**src/rtl/one_wire_bus_master_macros.svh**
```systemverilog
// assertion macros shared by the 1-wire bus master rtl
// expects signals named clk and rst_n in the scope that uses them
`ifndef ONE_WIRE_BUS_MASTER_MACROS_SVH
`define ONE_WIRE_BUS_MASTER_MACROS_SVH

// same-cycle implication, checked out of reset
`define OWBM_ASSERT_IMPLY(label, ante, cons, msg) \
    label: assert property (@(posedge clk) disable iff (!rst_n) (ante) |-> (cons)) \
        else $error(msg);

// next-cycle implication, checked out of reset
`define OWBM_ASSERT_NEXT(label, ante, cons, msg) \
    label: assert property (@(posedge clk) disable iff (!rst_n) (ante) |=> (cons)) \
        else $error(msg);

`endif

```
**src/rtl/owbm_pkg.sv**
```systemverilog
// shared constants and types for the 1-wire bus master
// no dependencies
package owbm_pkg;

    // field widths
    localparam int unsigned MODE_W = 3;
    localparam int unsigned DATA_W = 8;
    localparam int unsigned CFG_W  = 10;
    localparam int unsigned CIDX_W = 3;

    // item modes
    localparam logic [MODE_W-1:0] MODE_TICK    = 3'd0;
    localparam logic [MODE_W-1:0] MODE_RESET   = 3'd1;
    localparam logic [MODE_W-1:0] MODE_WR_BYTE = 3'd2;
    localparam logic [MODE_W-1:0] MODE_RD_BYTE = 3'd3;
    localparam logic [MODE_W-1:0] MODE_WR_BIT  = 3'd4;
    localparam logic [MODE_W-1:0] MODE_RD_BIT  = 3'd5;

    // configuration register indexes
    localparam logic [CIDX_W-1:0] CFG_RESET_LOW    = 3'd0;
    localparam logic [CIDX_W-1:0] CFG_PRESENCE_WAIT = 3'd1;
    localparam logic [CIDX_W-1:0] CFG_RESET_REC    = 3'd2;
    localparam logic [CIDX_W-1:0] CFG_SLOT_LOW     = 3'd3;
    localparam logic [CIDX_W-1:0] CFG_READ_SAMPLE  = 3'd4;
    localparam logic [CIDX_W-1:0] CFG_READ_REC     = 3'd5;
    localparam logic [CIDX_W-1:0] CFG_WRITE_HOLD   = 3'd6;

    // timing register reset values, in ticks
    localparam logic [CFG_W-1:0] RST_RESET_LOW     = 10'd400;
    localparam logic [CFG_W-1:0] RST_PRESENCE_WAIT = 10'd50;
    localparam logic [CFG_W-1:0] RST_RESET_REC     = 10'd100;
    localparam logic [CFG_W-1:0] RST_SLOT_LOW      = 10'd1;
    localparam logic [CFG_W-1:0] RST_READ_SAMPLE   = 10'd14;
    localparam logic [CFG_W-1:0] RST_READ_REC      = 10'd40;
    localparam logic [CFG_W-1:0] RST_WRITE_HOLD    = 10'd55;

    // slot timing register set
    typedef struct packed {
        logic [CFG_W-1:0] reset_low_time;
        logic [CFG_W-1:0] presence_wait_time;
        logic [CFG_W-1:0] reset_recovery_time;
        logic [CFG_W-1:0] slot_low_time;
        logic [CFG_W-1:0] read_sample_time;
        logic [CFG_W-1:0] read_recovery_time;
        logic [CFG_W-1:0] write_hold_time;
    } timing_t;

endpackage

```
**src/rtl/owbm_if.sv**
```systemverilog
// valid/ready channel interfaces for the 1-wire bus master
// depends on owbm_pkg
interface owbm_in_if;
    logic                         valid;
    logic                         ready;
    logic [owbm_pkg::MODE_W-1:0]  mode;
    logic [owbm_pkg::DATA_W-1:0]  data_byte;
    logic                         line_level;

    modport source (output valid, output mode, output data_byte, output line_level,
                    input ready);
    modport sink   (input valid, input mode, input data_byte, input line_level,
                    output ready);
endinterface

interface owbm_out_if;
    logic                         valid;
    logic                         ready;
    logic                         drive_low;
    logic                         busy_res;
    logic                         done_res;
    logic [owbm_pkg::DATA_W-1:0]  read_data;
    logic                         presence_level;
    logic                         rejected;

    modport source (output valid, output drive_low, output busy_res, output done_res,
                    output read_data, output presence_level, output rejected,
                    input ready);
    modport sink   (input valid, input drive_low, input busy_res, input done_res,
                    input read_data, input presence_level, input rejected,
                    output ready);
endinterface

```
**src/rtl/one_wire_bus_master.sv**
```systemverilog
// 1-wire bus master: one item in, one result out, every cycle. Each accepted item
// (a tick carrying the sampled line level, or a command) updates the phase,
// counter and shift register, and its result is registered; the block takes one
// item per clock, limited only by the one-deep result register,
// which still accepts a new item in the cycle its result is transferred out.
// Depends on owbm_pkg, owbm_if.sv and one_wire_bus_master_macros.svh.
`include "one_wire_bus_master_macros.svh"

module one_wire_bus_master (
    input  logic                          clk,
    input  logic                          rst_n,
    owbm_in_if.sink                       item,
    owbm_out_if.source                    result,
    input  logic                          cfg_we,
    input  logic [owbm_pkg::CIDX_W-1:0]   cfg_index,
    input  logic [owbm_pkg::CFG_W-1:0]    cfg_data
);

    // phase codes
    localparam logic [2:0] PH_IDLE     = 3'd0;
    localparam logic [2:0] PH_RST_LOW  = 3'd1;
    localparam logic [2:0] PH_RST_WAIT = 3'd2;
    localparam logic [2:0] PH_RST_REC  = 3'd3;
    localparam logic [2:0] PH_SLOT_LOW = 3'd4;
    localparam logic [2:0] PH_RD_WAIT  = 3'd5;
    localparam logic [2:0] PH_RD_REC   = 3'd6;
    localparam logic [2:0] PH_WR_HOLD  = 3'd7;

    localparam int unsigned CW = owbm_pkg::CFG_W;
    localparam int unsigned DW = owbm_pkg::DATA_W;

    owbm_pkg::timing_t  timing_reg;

    logic [2:0]         phase_reg, phase_next;
    logic [2:0]         operation_reg, operation_next;
    logic [CW-1:0]      tick_count_reg, tick_count_next;
    logic [3:0]         bits_left_reg, bits_left_next;
    logic [DW-1:0]      shift_data_reg, shift_data_next;
    logic               presence_seen_reg, presence_seen_next;
    logic               driving_low_reg, driving_low_next;

    logic               res_valid_reg;
    logic               res_done_reg, res_rej_reg;
    logic [DW-1:0]      res_data_reg;

    logic               accept;
    logic [CW-1:0]      limit;
    logic [CW:0]        count_inc;
    logic               expire;
    logic               slot_end;
    logic               done;
    logic               rej;
    logic               read_op;
    logic [DW-1:0]      rd_data;

    // handshake: the result register frees up in the cycle it is transferred
    assign item.ready = !res_valid_reg || result.ready;
    assign accept     = item.valid && item.ready;

    // configuration writes
    always_ff @(posedge clk or negedge rst_n)
    begin
        if (!rst_n)
        begin
            timing_reg.reset_low_time      <= owbm_pkg::RST_RESET_LOW;
            timing_reg.presence_wait_time  <= owbm_pkg::RST_PRESENCE_WAIT;
            timing_reg.reset_recovery_time <= owbm_pkg::RST_RESET_REC;
            timing_reg.slot_low_time       <= owbm_pkg::RST_SLOT_LOW;
            timing_reg.read_sample_time    <= owbm_pkg::RST_READ_SAMPLE;
            timing_reg.read_recovery_time  <= owbm_pkg::RST_READ_REC;
            timing_reg.write_hold_time     <= owbm_pkg::RST_WRITE_HOLD;
        end
        else if (cfg_we)
        begin
            case (cfg_index)
                owbm_pkg::CFG_RESET_LOW:     timing_reg.reset_low_time      <= cfg_data;
                owbm_pkg::CFG_PRESENCE_WAIT: timing_reg.presence_wait_time  <= cfg_data;
                owbm_pkg::CFG_RESET_REC:     timing_reg.reset_recovery_time <= cfg_data;
                owbm_pkg::CFG_SLOT_LOW:      timing_reg.slot_low_time       <= cfg_data;
                owbm_pkg::CFG_READ_SAMPLE:   timing_reg.read_sample_time    <= cfg_data;
                owbm_pkg::CFG_READ_REC:      timing_reg.read_recovery_time  <= cfg_data;
                owbm_pkg::CFG_WRITE_HOLD:    timing_reg.write_hold_time     <= cfg_data;
                default: ;
            endcase
        end
    end

    // phase length select
    always_comb
    begin
        case (phase_reg)
            PH_RST_LOW:  limit = timing_reg.reset_low_time;
            PH_RST_WAIT: limit = timing_reg.presence_wait_time;
            PH_RST_REC:  limit = timing_reg.reset_recovery_time;
            PH_SLOT_LOW: limit = timing_reg.slot_low_time;
            PH_RD_WAIT:  limit = timing_reg.read_sample_time;
            PH_RD_REC:   limit = timing_reg.read_recovery_time;
            PH_WR_HOLD:  limit = timing_reg.write_hold_time;
            default:     limit = '0;
        endcase
    end

    // a zero limit behaves like one since the incremented count is at least one
    assign count_inc = {1'b0, tick_count_reg} + {{CW{1'b0}}, 1'b1};
    assign expire    = count_inc >= {1'b0, limit};
    assign read_op   = (operation_reg == owbm_pkg::MODE_RD_BYTE)
                    || (operation_reg == owbm_pkg::MODE_RD_BIT);

    // next-state logic for one item
    always_comb
    begin
        phase_next         = phase_reg;
        operation_next     = operation_reg;
        tick_count_next    = tick_count_reg;
        bits_left_next     = bits_left_reg;
        shift_data_next    = shift_data_reg;
        presence_seen_next = presence_seen_reg;
        driving_low_next   = driving_low_reg;
        slot_end           = 1'b0;
        done               = 1'b0;
        rej                = 1'b0;

        if (accept)
        begin
            if (item.mode == owbm_pkg::MODE_TICK)
            begin
                // tick: advance the running phase
                if (phase_reg != PH_IDLE)
                    tick_count_next = expire ? '0 : count_inc[CW-1:0];
                case (phase_reg)
                    PH_RST_LOW:
                        if (expire)
                        begin
                            driving_low_next = 1'b0;
                            phase_next       = PH_RST_WAIT;
                        end
                    PH_RST_WAIT:
                        if (expire)
                        begin
                            presence_seen_next = item.line_level;
                            phase_next         = PH_RST_REC;
                        end
                    PH_RST_REC:
                        if (expire)
                        begin
                            phase_next = PH_IDLE;
                            done       = 1'b1;
                        end
                    PH_SLOT_LOW:
                        if (expire)
                        begin
                            if (read_op)
                            begin
                                driving_low_next = 1'b0;
                                phase_next       = PH_RD_WAIT;
                            end
                            else
                            begin
                                if (shift_data_reg[0])
                                    driving_low_next = 1'b0;
                                phase_next = PH_WR_HOLD;
                            end
                        end
                    PH_RD_WAIT:
                        if (expire)
                        begin
                            if (operation_reg == owbm_pkg::MODE_RD_BIT)
                                shift_data_next = {{(DW-1){1'b0}}, item.line_level};
                            else
                                shift_data_next = {item.line_level, shift_data_reg[DW-1:1]};
                            phase_next = PH_RD_REC;
                        end
                    PH_RD_REC:
                        if (expire)
                            slot_end = 1'b1;
                    PH_WR_HOLD:
                        if (expire)
                        begin
                            driving_low_next = 1'b0;
                            shift_data_next  = {1'b0, shift_data_reg[DW-1:1]};
                            slot_end         = 1'b1;
                        end
                    default: ;
                endcase

                // end of a bit slot: next slot or operation complete
                if (slot_end)
                begin
                    bits_left_next = bits_left_reg - 4'd1;
                    if (bits_left_next != 4'd0)
                    begin
                        driving_low_next = 1'b1;
                        phase_next       = PH_SLOT_LOW;
                        tick_count_next  = '0;
                    end
                    else
                    begin
                        phase_next = PH_IDLE;
                        done       = 1'b1;
                    end
                end
            end
            else if (item.mode <= owbm_pkg::MODE_RD_BIT)
            begin
                // command: start when idle, else reject
                if (phase_reg != PH_IDLE)
                    rej = 1'b1;
                else
                begin
                    operation_next   = item.mode;
                    tick_count_next  = '0;
                    driving_low_next = 1'b1;
                    if (item.mode == owbm_pkg::MODE_RESET)
                        phase_next = PH_RST_LOW;
                    else
                    begin
                        phase_next = PH_SLOT_LOW;
                        if (item.mode == owbm_pkg::MODE_WR_BYTE)
                        begin
                            shift_data_next = item.data_byte;
                            bits_left_next  = 4'd8;
                        end
                        else if (item.mode == owbm_pkg::MODE_WR_BIT)
                        begin
                            shift_data_next = {{(DW-1){1'b0}}, item.data_byte[0]};
                            bits_left_next  = 4'd1;
                        end
                        else if (item.mode == owbm_pkg::MODE_RD_BYTE)
                        begin
                            shift_data_next = '0;
                            bits_left_next  = 4'd8;
                        end
                        else
                        begin
                            shift_data_next = '0;
                            bits_left_next  = 4'd1;
                        end
                    end
                end
            end
        end
    end

    // read byte only shows on the completion of a read
    assign rd_data = (done && read_op) ? shift_data_next : '0;

    // state registers
    always_ff @(posedge clk or negedge rst_n)
    begin
        if (!rst_n)
        begin
            phase_reg         <= PH_IDLE;
            operation_reg     <= '0;
            tick_count_reg    <= '0;
            bits_left_reg     <= '0;
            shift_data_reg    <= '0;
            presence_seen_reg <= 1'b1;
            driving_low_reg   <= 1'b0;
        end
        else
        begin
            phase_reg         <= phase_next;
            operation_reg     <= operation_next;
            tick_count_reg    <= tick_count_next;
            bits_left_reg     <= bits_left_next;
            shift_data_reg    <= shift_data_next;
            presence_seen_reg <= presence_seen_next;
            driving_low_reg   <= driving_low_next;
        end
    end

    // result valid flag
    always_ff @(posedge clk or negedge rst_n)
    begin
        if (!rst_n)
            res_valid_reg <= 1'b0;
        else if (accept)
            res_valid_reg <= 1'b1;
        else if (result.ready)
            res_valid_reg <= 1'b0;
    end

    // result payload, loaded on each accepted item
    always_ff @(posedge clk)
    begin
        if (accept)
        begin
            res_done_reg <= done;
            res_rej_reg  <= rej;
            res_data_reg <= rd_data;
        end
    end

    // drive, busy and presence follow the state that the last item left
    assign result.valid          = res_valid_reg;
    assign result.drive_low      = driving_low_reg;
    assign result.busy_res       = (phase_reg != PH_IDLE);
    assign result.done_res       = res_done_reg;
    assign result.read_data      = res_data_reg;
    assign result.presence_level = presence_seen_reg;
    assign result.rejected       = res_rej_reg;

    // checks on the master's own logic
    `OWBM_ASSERT_IMPLY(a_done_not_busy, res_valid_reg && res_done_reg,
        phase_reg == PH_IDLE, "completion reported while still busy")
    `OWBM_ASSERT_IMPLY(a_reject_busy, res_valid_reg && res_rej_reg,
        phase_reg != PH_IDLE, "command rejected while idle")
    `OWBM_ASSERT_IMPLY(a_idle_released, phase_reg == PH_IDLE,
        !driving_low_reg && bits_left_reg == 4'd0, "idle bus left driven or slots pending")
    `OWBM_ASSERT_IMPLY(a_data_at_done, res_valid_reg && res_data_reg != '0,
        res_done_reg, "read data shown outside a completion")
    `OWBM_ASSERT_NEXT(a_result_held, res_valid_reg && !result.ready,
        res_valid_reg, "result dropped before transfer")

endmodule

```
**src/flat_wrapper.sv**
```systemverilog
// flat-port wrapper written by rule: the top's interface ports become plain ports
module one_wire_bus_master_flat 
  (clk, rst_n, cfg_we, cfg_index, cfg_data, item_valid, item_mode, item_data_byte, item_line_level, item_ready, result_valid, result_drive_low, result_busy_res, result_done_res, result_read_data, result_presence_level, result_rejected, result_ready);
  owbm_in_if item_i ();
  owbm_out_if result_i ();
  input  logic clk;
  input  logic rst_n;
  input  logic cfg_we;
  input  logic [owbm_pkg::CIDX_W-1:0] cfg_index;
  input  logic [owbm_pkg::CFG_W-1:0] cfg_data;
  input wire logic [$bits(item_i.valid)-1:0] item_valid;
  input wire logic [$bits(item_i.mode)-1:0] item_mode;
  input wire logic [$bits(item_i.data_byte)-1:0] item_data_byte;
  input wire logic [$bits(item_i.line_level)-1:0] item_line_level;
  output wire logic [$bits(item_i.ready)-1:0] item_ready;
  output wire logic [$bits(result_i.valid)-1:0] result_valid;
  output wire logic [$bits(result_i.drive_low)-1:0] result_drive_low;
  output wire logic [$bits(result_i.busy_res)-1:0] result_busy_res;
  output wire logic [$bits(result_i.done_res)-1:0] result_done_res;
  output wire logic [$bits(result_i.read_data)-1:0] result_read_data;
  output wire logic [$bits(result_i.presence_level)-1:0] result_presence_level;
  output wire logic [$bits(result_i.rejected)-1:0] result_rejected;
  input wire logic [$bits(result_i.ready)-1:0] result_ready;
  assign item_i.valid = item_valid;
  assign item_i.mode = item_mode;
  assign item_i.data_byte = item_data_byte;
  assign item_i.line_level = item_line_level;
  assign item_ready = item_i.ready;
  assign result_valid = result_i.valid;
  assign result_drive_low = result_i.drive_low;
  assign result_busy_res = result_i.busy_res;
  assign result_done_res = result_i.done_res;
  assign result_read_data = result_i.read_data;
  assign result_presence_level = result_i.presence_level;
  assign result_rejected = result_i.rejected;
  assign result_i.ready = result_ready;
  one_wire_bus_master u_core (.clk(clk), .rst_n(rst_n), .item(item_i), .result(result_i), .cfg_we(cfg_we), .cfg_index(cfg_index), .cfg_data(cfg_data));
endmodule
```
**config.mk**
```make
export PLATFORM = sky130hd
export DESIGN_NAME = one_wire_bus_master_flat
export DESIGN_NICKNAME = d
export VERILOG_FILES = /design/src/rtl/owbm_pkg.sv /design/src/rtl/owbm_if.sv /design/src/rtl/one_wire_bus_master.sv /design/src/flat_wrapper.sv
export VERILOG_INCLUDE_DIRS = /design/src /design/src/rtl
export SDC_FILE = /design/constraint.sdc
export NUM_CORES = 1
export LEC_CHECK = 0
export ABC_AREA = 1
export BUFFER_PORTS_ARGS = -buffer_cell sky130_fd_sc_hd__buf_2
export CORE_MARGIN = 2
export CORE_UTILIZATION = 41
export CTS_BUF_LIST = sky130_fd_sc_hd__clkbuf_16
export CTS_CLUSTER_DIAMETER = 40
export DETAILED_ROUTE_END_ITERATION = 7
export PLACE_DENSITY = 0.55
export SLEW_MARGIN = 15
export SYNTH_ARGS = -nofsm -noshare
export SYNTH_HDL_FRONTEND = slang
export SYNTH_SLANG_ARGS = --single-unit
```
**constraint.sdc**
```tcl
create_clock -name clk -period 4 [get_ports clk]
set_input_delay 0.6 -clock clk [delete_from_list [all_inputs] [get_ports clk]]
set_output_delay 0.6 -clock clk [all_outputs]
set_load 0.01 [all_outputs]
```
==> parameters.txt <==
Parameter                              Value

Status
  Result of the run ... completed

Logic synthesis
  Mapped Cells ... 718
  Main synth FF type ... sky130_fd_sc_hd__dfrtp_1
  Dominant cells by area after synthesis ... sky130_fd_sc_hd__dfrtp_1 34%, sky130_fd_sc_hd__nand2_1 12%, sky130_fd_sc_hd__dfstp_2 9.4%
  Seq/Total Area, Yosys ... 0.484
  #FFs+latches synth ... 111
  Fraction of registers with async set or reset after synthesis ... 0.910
  Post-synth top area cell ... sky130_fd_sc_hd__dfrtp_1
  Synthesis Warnings ... 0
  Fraction of synthesized cell area taken by the top area cell type ... 0.339
  Netlist area before placement ... 5900 um2
  Post-synthesis average cell area ... 8.21 um2
  Post-synthesis net count ... 761
  EDFF count, synth ... 10
  Number of distinct library cells after synthesis ... 43

Pwr
  Fraction of power consumed by sequential logic ... 0.330
  Internal power contribution ... 2.76 mW
  Sw Pwr ... 2.27 mW
  Worst ir drop on vdd ... 0.591 mV
  Clock group share of total power ... 0.202
  Power density relative to cell area ... 760 nW/um2
  Switching power as a share of total power ... 0.451
  Standby leakage power ... 3.10 nW
  Combinational fraction of design power ... 0.468

Routing
  Number of detailed-route iterations in the first pass ... 5
  Post-Route WL ... 15,700 um
  Vias ... 5,088
  Drt first-iter violations ... 352
  Average wire per cell in the routed design ... 16.7 um
  Avg Vias per Cell ... 5.42
  DRT antenna net count ... 0
  Remaining design rule violation count ... 0

Layout
  Final layout net count ... 796
  Cell area after layout ... 6620 um2
  Leading cell type in the layout, fill and taps excluded ... sky130_fd_sc_hd__nand2_1
  Post-Layout Cell Count ... 938
  Area added between synthesis and finish ... 12.2%
  Antenna cells ... 0
  Max reg flops ... 70
  Fraction of layout instances using a drive strength above 1 ... 0.179
  Top library cells by usage in the layout, fill and taps aside ... 195 x sky130_fd_sc_hd__nand2_1, 87 x sky130_fd_sc_hd__o21ai_0, 80 x sky130_fd_sc_hd__dfrtp_1, 60 x sky130_fd_sc_hd__inv_1, 54 x sky130_fd_sc_hd__nand3_1

Timing
  Worst hold slack ... 0.191 ns
  Unrepaired setup endpoints after global routing ... false
  Setup slack after layout ... 0.386 ns
  Summed negative setup slack over all endpoints ... 0 ns
  Transition time of the tightest slew-check pin ... 0.735 ns
  Rel. slew slack ... 0.508
  Worst clock skew ... 0.00827 ns
  Total setup violations reported at the end of the flow ... 0
  Minimum clock period ... 3.61 ns
  Share of the clock period used by the worst path after layout ... 0.904
  Final-report max-slew violation count ... 0
  Count of endpoints failing hold in the final timing report ... 0
  Max Clock Freq ... 277 MHz

CTS
  Number of CTS-inserted buffers ... 9
  CTS clock-pin slew for the worst setup and hold paths ... 0.08 ns
  Clock root buffer ... sky130_fd_sc_hd__clkbuf_16
  Clock latency of the later-clocked register in the worst-skew pair ... 0.36 ns
  Clock tree from TritonCTS ... yes
  Clock tree sinks ... 111
  Post-CTS setup buffer count ... 0
  Deepest clock path buffer count ... 2
  Maximum level of the CTS H-tree ... 3

Min path
  Path category of the worst min-delay check ... in2async

Placed design
  Cell area after placement ... 6270 um2
  HPWL Detailed ... 11,100 um
  Worst setup slack before clock tree synthesis ... 0.290 ns
  Total of buffers placed on input and output ports ... 44
  Placed cells ... 922
  Final weighted congestion of routability-driven global placement ... 0.815

Critical path
  Buf+Inv Stages, Crit Path ... 0
  Crit start category ... flip-flop
  Kind of end point of the critical path ... flip-flop
  Cell occurring most often along the worst timing path ... sky130_fd_sc_hd__nand2_1
  Dominant delay contributor by cell family on the critical path ... compound AO/OA/AOI/OAI gates
  Critical path's slowest cell ... sky130_fd_sc_hd__dfrtp_1
  Setup Crit Path Kind ... reg2reg
  Stages on the worst setup path ... 16
  R2R depth ... 16
  Crit path max fanout ... 15
  Highest cell delay on the worst timing path ... 0.47 ns
  CP required ... 4.08 ns
  Signal arrival time at the worst endpoint ... 3.69 ns
  Crit-path cells ... nand2_1 > nor2_4 > a22oi_1 > o2111ai_1 > a221oi_1 > ha_1 > nand2_1 > nand2_1 > a21oi_1 > nand2_1 > nand2_1 > nand2_4 > nand2_4 > nor2_2 > o21ai_1 > a21oi_1

Floorplan
  Die Area ... 15,400 um2
  Initial Utilization ... 0.422
  Area inside the core boundary ... 14,000 um2
  Number of top-level design ports ... 45
  Y dimension of the die ... 124 um
  Placement row count ... 43
  Width of the chip ... 124 um

Global routing
  Pin count of the biggest net entering global routing ... 41
  Total congestion overflow after global routing ... 0
  Wire length of the first global-routing pass ... 25,200 um
  Vias in the first global route ... 4,704
  Total routing resource utilization after global routing ... 0.218
  Antenna violations before repair ... 0

Flow run
  Number of maximum-capacitance constraint violations ... 0
-- power by group through the flow --
stage | Sequential [mW] | Combinational [mW] | Clock, mW
CTS | 1.65 | 2.36 | 1.05
global route | 1.70 | 2.65 | 1.10
detailed placement | 1.67 | 2.34 | 0
floorplan | 1.61 | 1.84 | 0
finish | 1.66 | 2.35 | 1.01
global placement | 1.67 | 2.33 | 0
-- area by class of cell --
| class | instances | area, um2 |
|---|---|---|
| Clock buffer | 9 | 225 |
| Tap cell | 180 | 225 |
| Fill cell | 1394 | 7370 |
| Clock inverter | 7 | 113 |
| Multi-Input combinational cell | 506 | 2650 |
| Sequential cell | 111 | 2850 |
| Timing Repair Buffer | 50 | 268 |
| Inverter | 75 | 282 |
-- worst paths after layout --
| path | start | to | slack, ns |
|---|---|---|---|
| hold / removal | rst_n | u_core.bits_left_reg[3]$_DFFE_PN0P_ | 0.19 |
| hold reg to reg | u_core.bits_left_reg[1]$_DFFE_PN0P_ | u_core.bits_left_reg[1]$_DFFE_PN0P_ | 0.49 |
| setup / recovery | u_core.phase_reg[0]$_DFFE_PN0P_ | u_core.result.read_data[7]$_SDFFCE_PN0P_ | 0.39 |
| min in group clk | u_core.bits_left_reg[1]$_DFFE_PN0P_ | u_core.bits_left_reg[1]$_DFFE_PN0P_ | 0.49 |
| max in group asynchronous | rst_n | u_core.timing_reg[45]$_DFFE_PN1P_ | 2.90 |
| setup reg to reg | u_core.phase_reg[0]$_DFFE_PN0P_ | u_core.result.read_data[7]$_SDFFCE_PN0P_ | 0.39 |
-- layer usage --
layer | track usage | vias to the layer above | share of wire
met4 | 0.0604 | 0 | 0.015
met5 | 0 | - | 0
li1 | - | 2463 | -
met2 | 0.353 | 151 | 0.47
met3 | 0.0472 | 13 | 0.057
met1 | 0.296 | 2461 | 0.46
-- through the flow --
stage	total power, mW	utilization
global route	5.45	0.473
global placement	4.00	0.448
CTS	5.06	0.472
finish	5.02	0.473
floorplan	3.45	-
detailed placement	4.01	0.448
-- synthesized netlist by cell type (5+ instances only) --
cell type                  number
sky130_fd_sc_hd__a21oi_1       30
sky130_fd_sc_hd__a221oi_1       5
sky130_fd_sc_hd__a22o_1         6
sky130_fd_sc_hd__a22oi_1        7
sky130_fd_sc_hd__clkbuf_1      17
sky130_fd_sc_hd__dfrtp_1       80
sky130_fd_sc_hd__dfstp_2       21
sky130_fd_sc_hd__edfxtp_1      10
sky130_fd_sc_hd__ha_1          13
sky130_fd_sc_hd__inv_1         60
sky130_fd_sc_hd__inv_2         15
sky130_fd_sc_hd__nand2_1      195
sky130_fd_sc_hd__nand2_2       12
sky130_fd_sc_hd__nand3_1       54
sky130_fd_sc_hd__nor2_1        25
sky130_fd_sc_hd__nor2_2         5
sky130_fd_sc_hd__nor2_4         5
sky130_fd_sc_hd__o211ai_1       8
sky130_fd_sc_hd__o21ai_0       87
sky130_fd_sc_hd__o21ai_1       10
sky130_fd_sc_hd__o22ai_1        7
sky130_fd_sc_hd__xor2_1         9
-- cells by family (layout without fill, tap and decap cells) --
group           count (synthesis)  after routing  synth area share
flops                         111            111             0.484
compound gates                171            171             0.168
fa+ha+maj                      13             13            0.0276
buf+inv                       101            141            0.0683
xor+xnor                        9              9            0.0134
simple gates                  313            313             0.239
-- what timing repair did --
item,in CTS,in global routing
endpoints found under the hold margin,0,0
endpoints found under the setup margin,0,18
hold buffers,0,0
gates resized for setup,0,2
(Power assumes the default switching activity.)
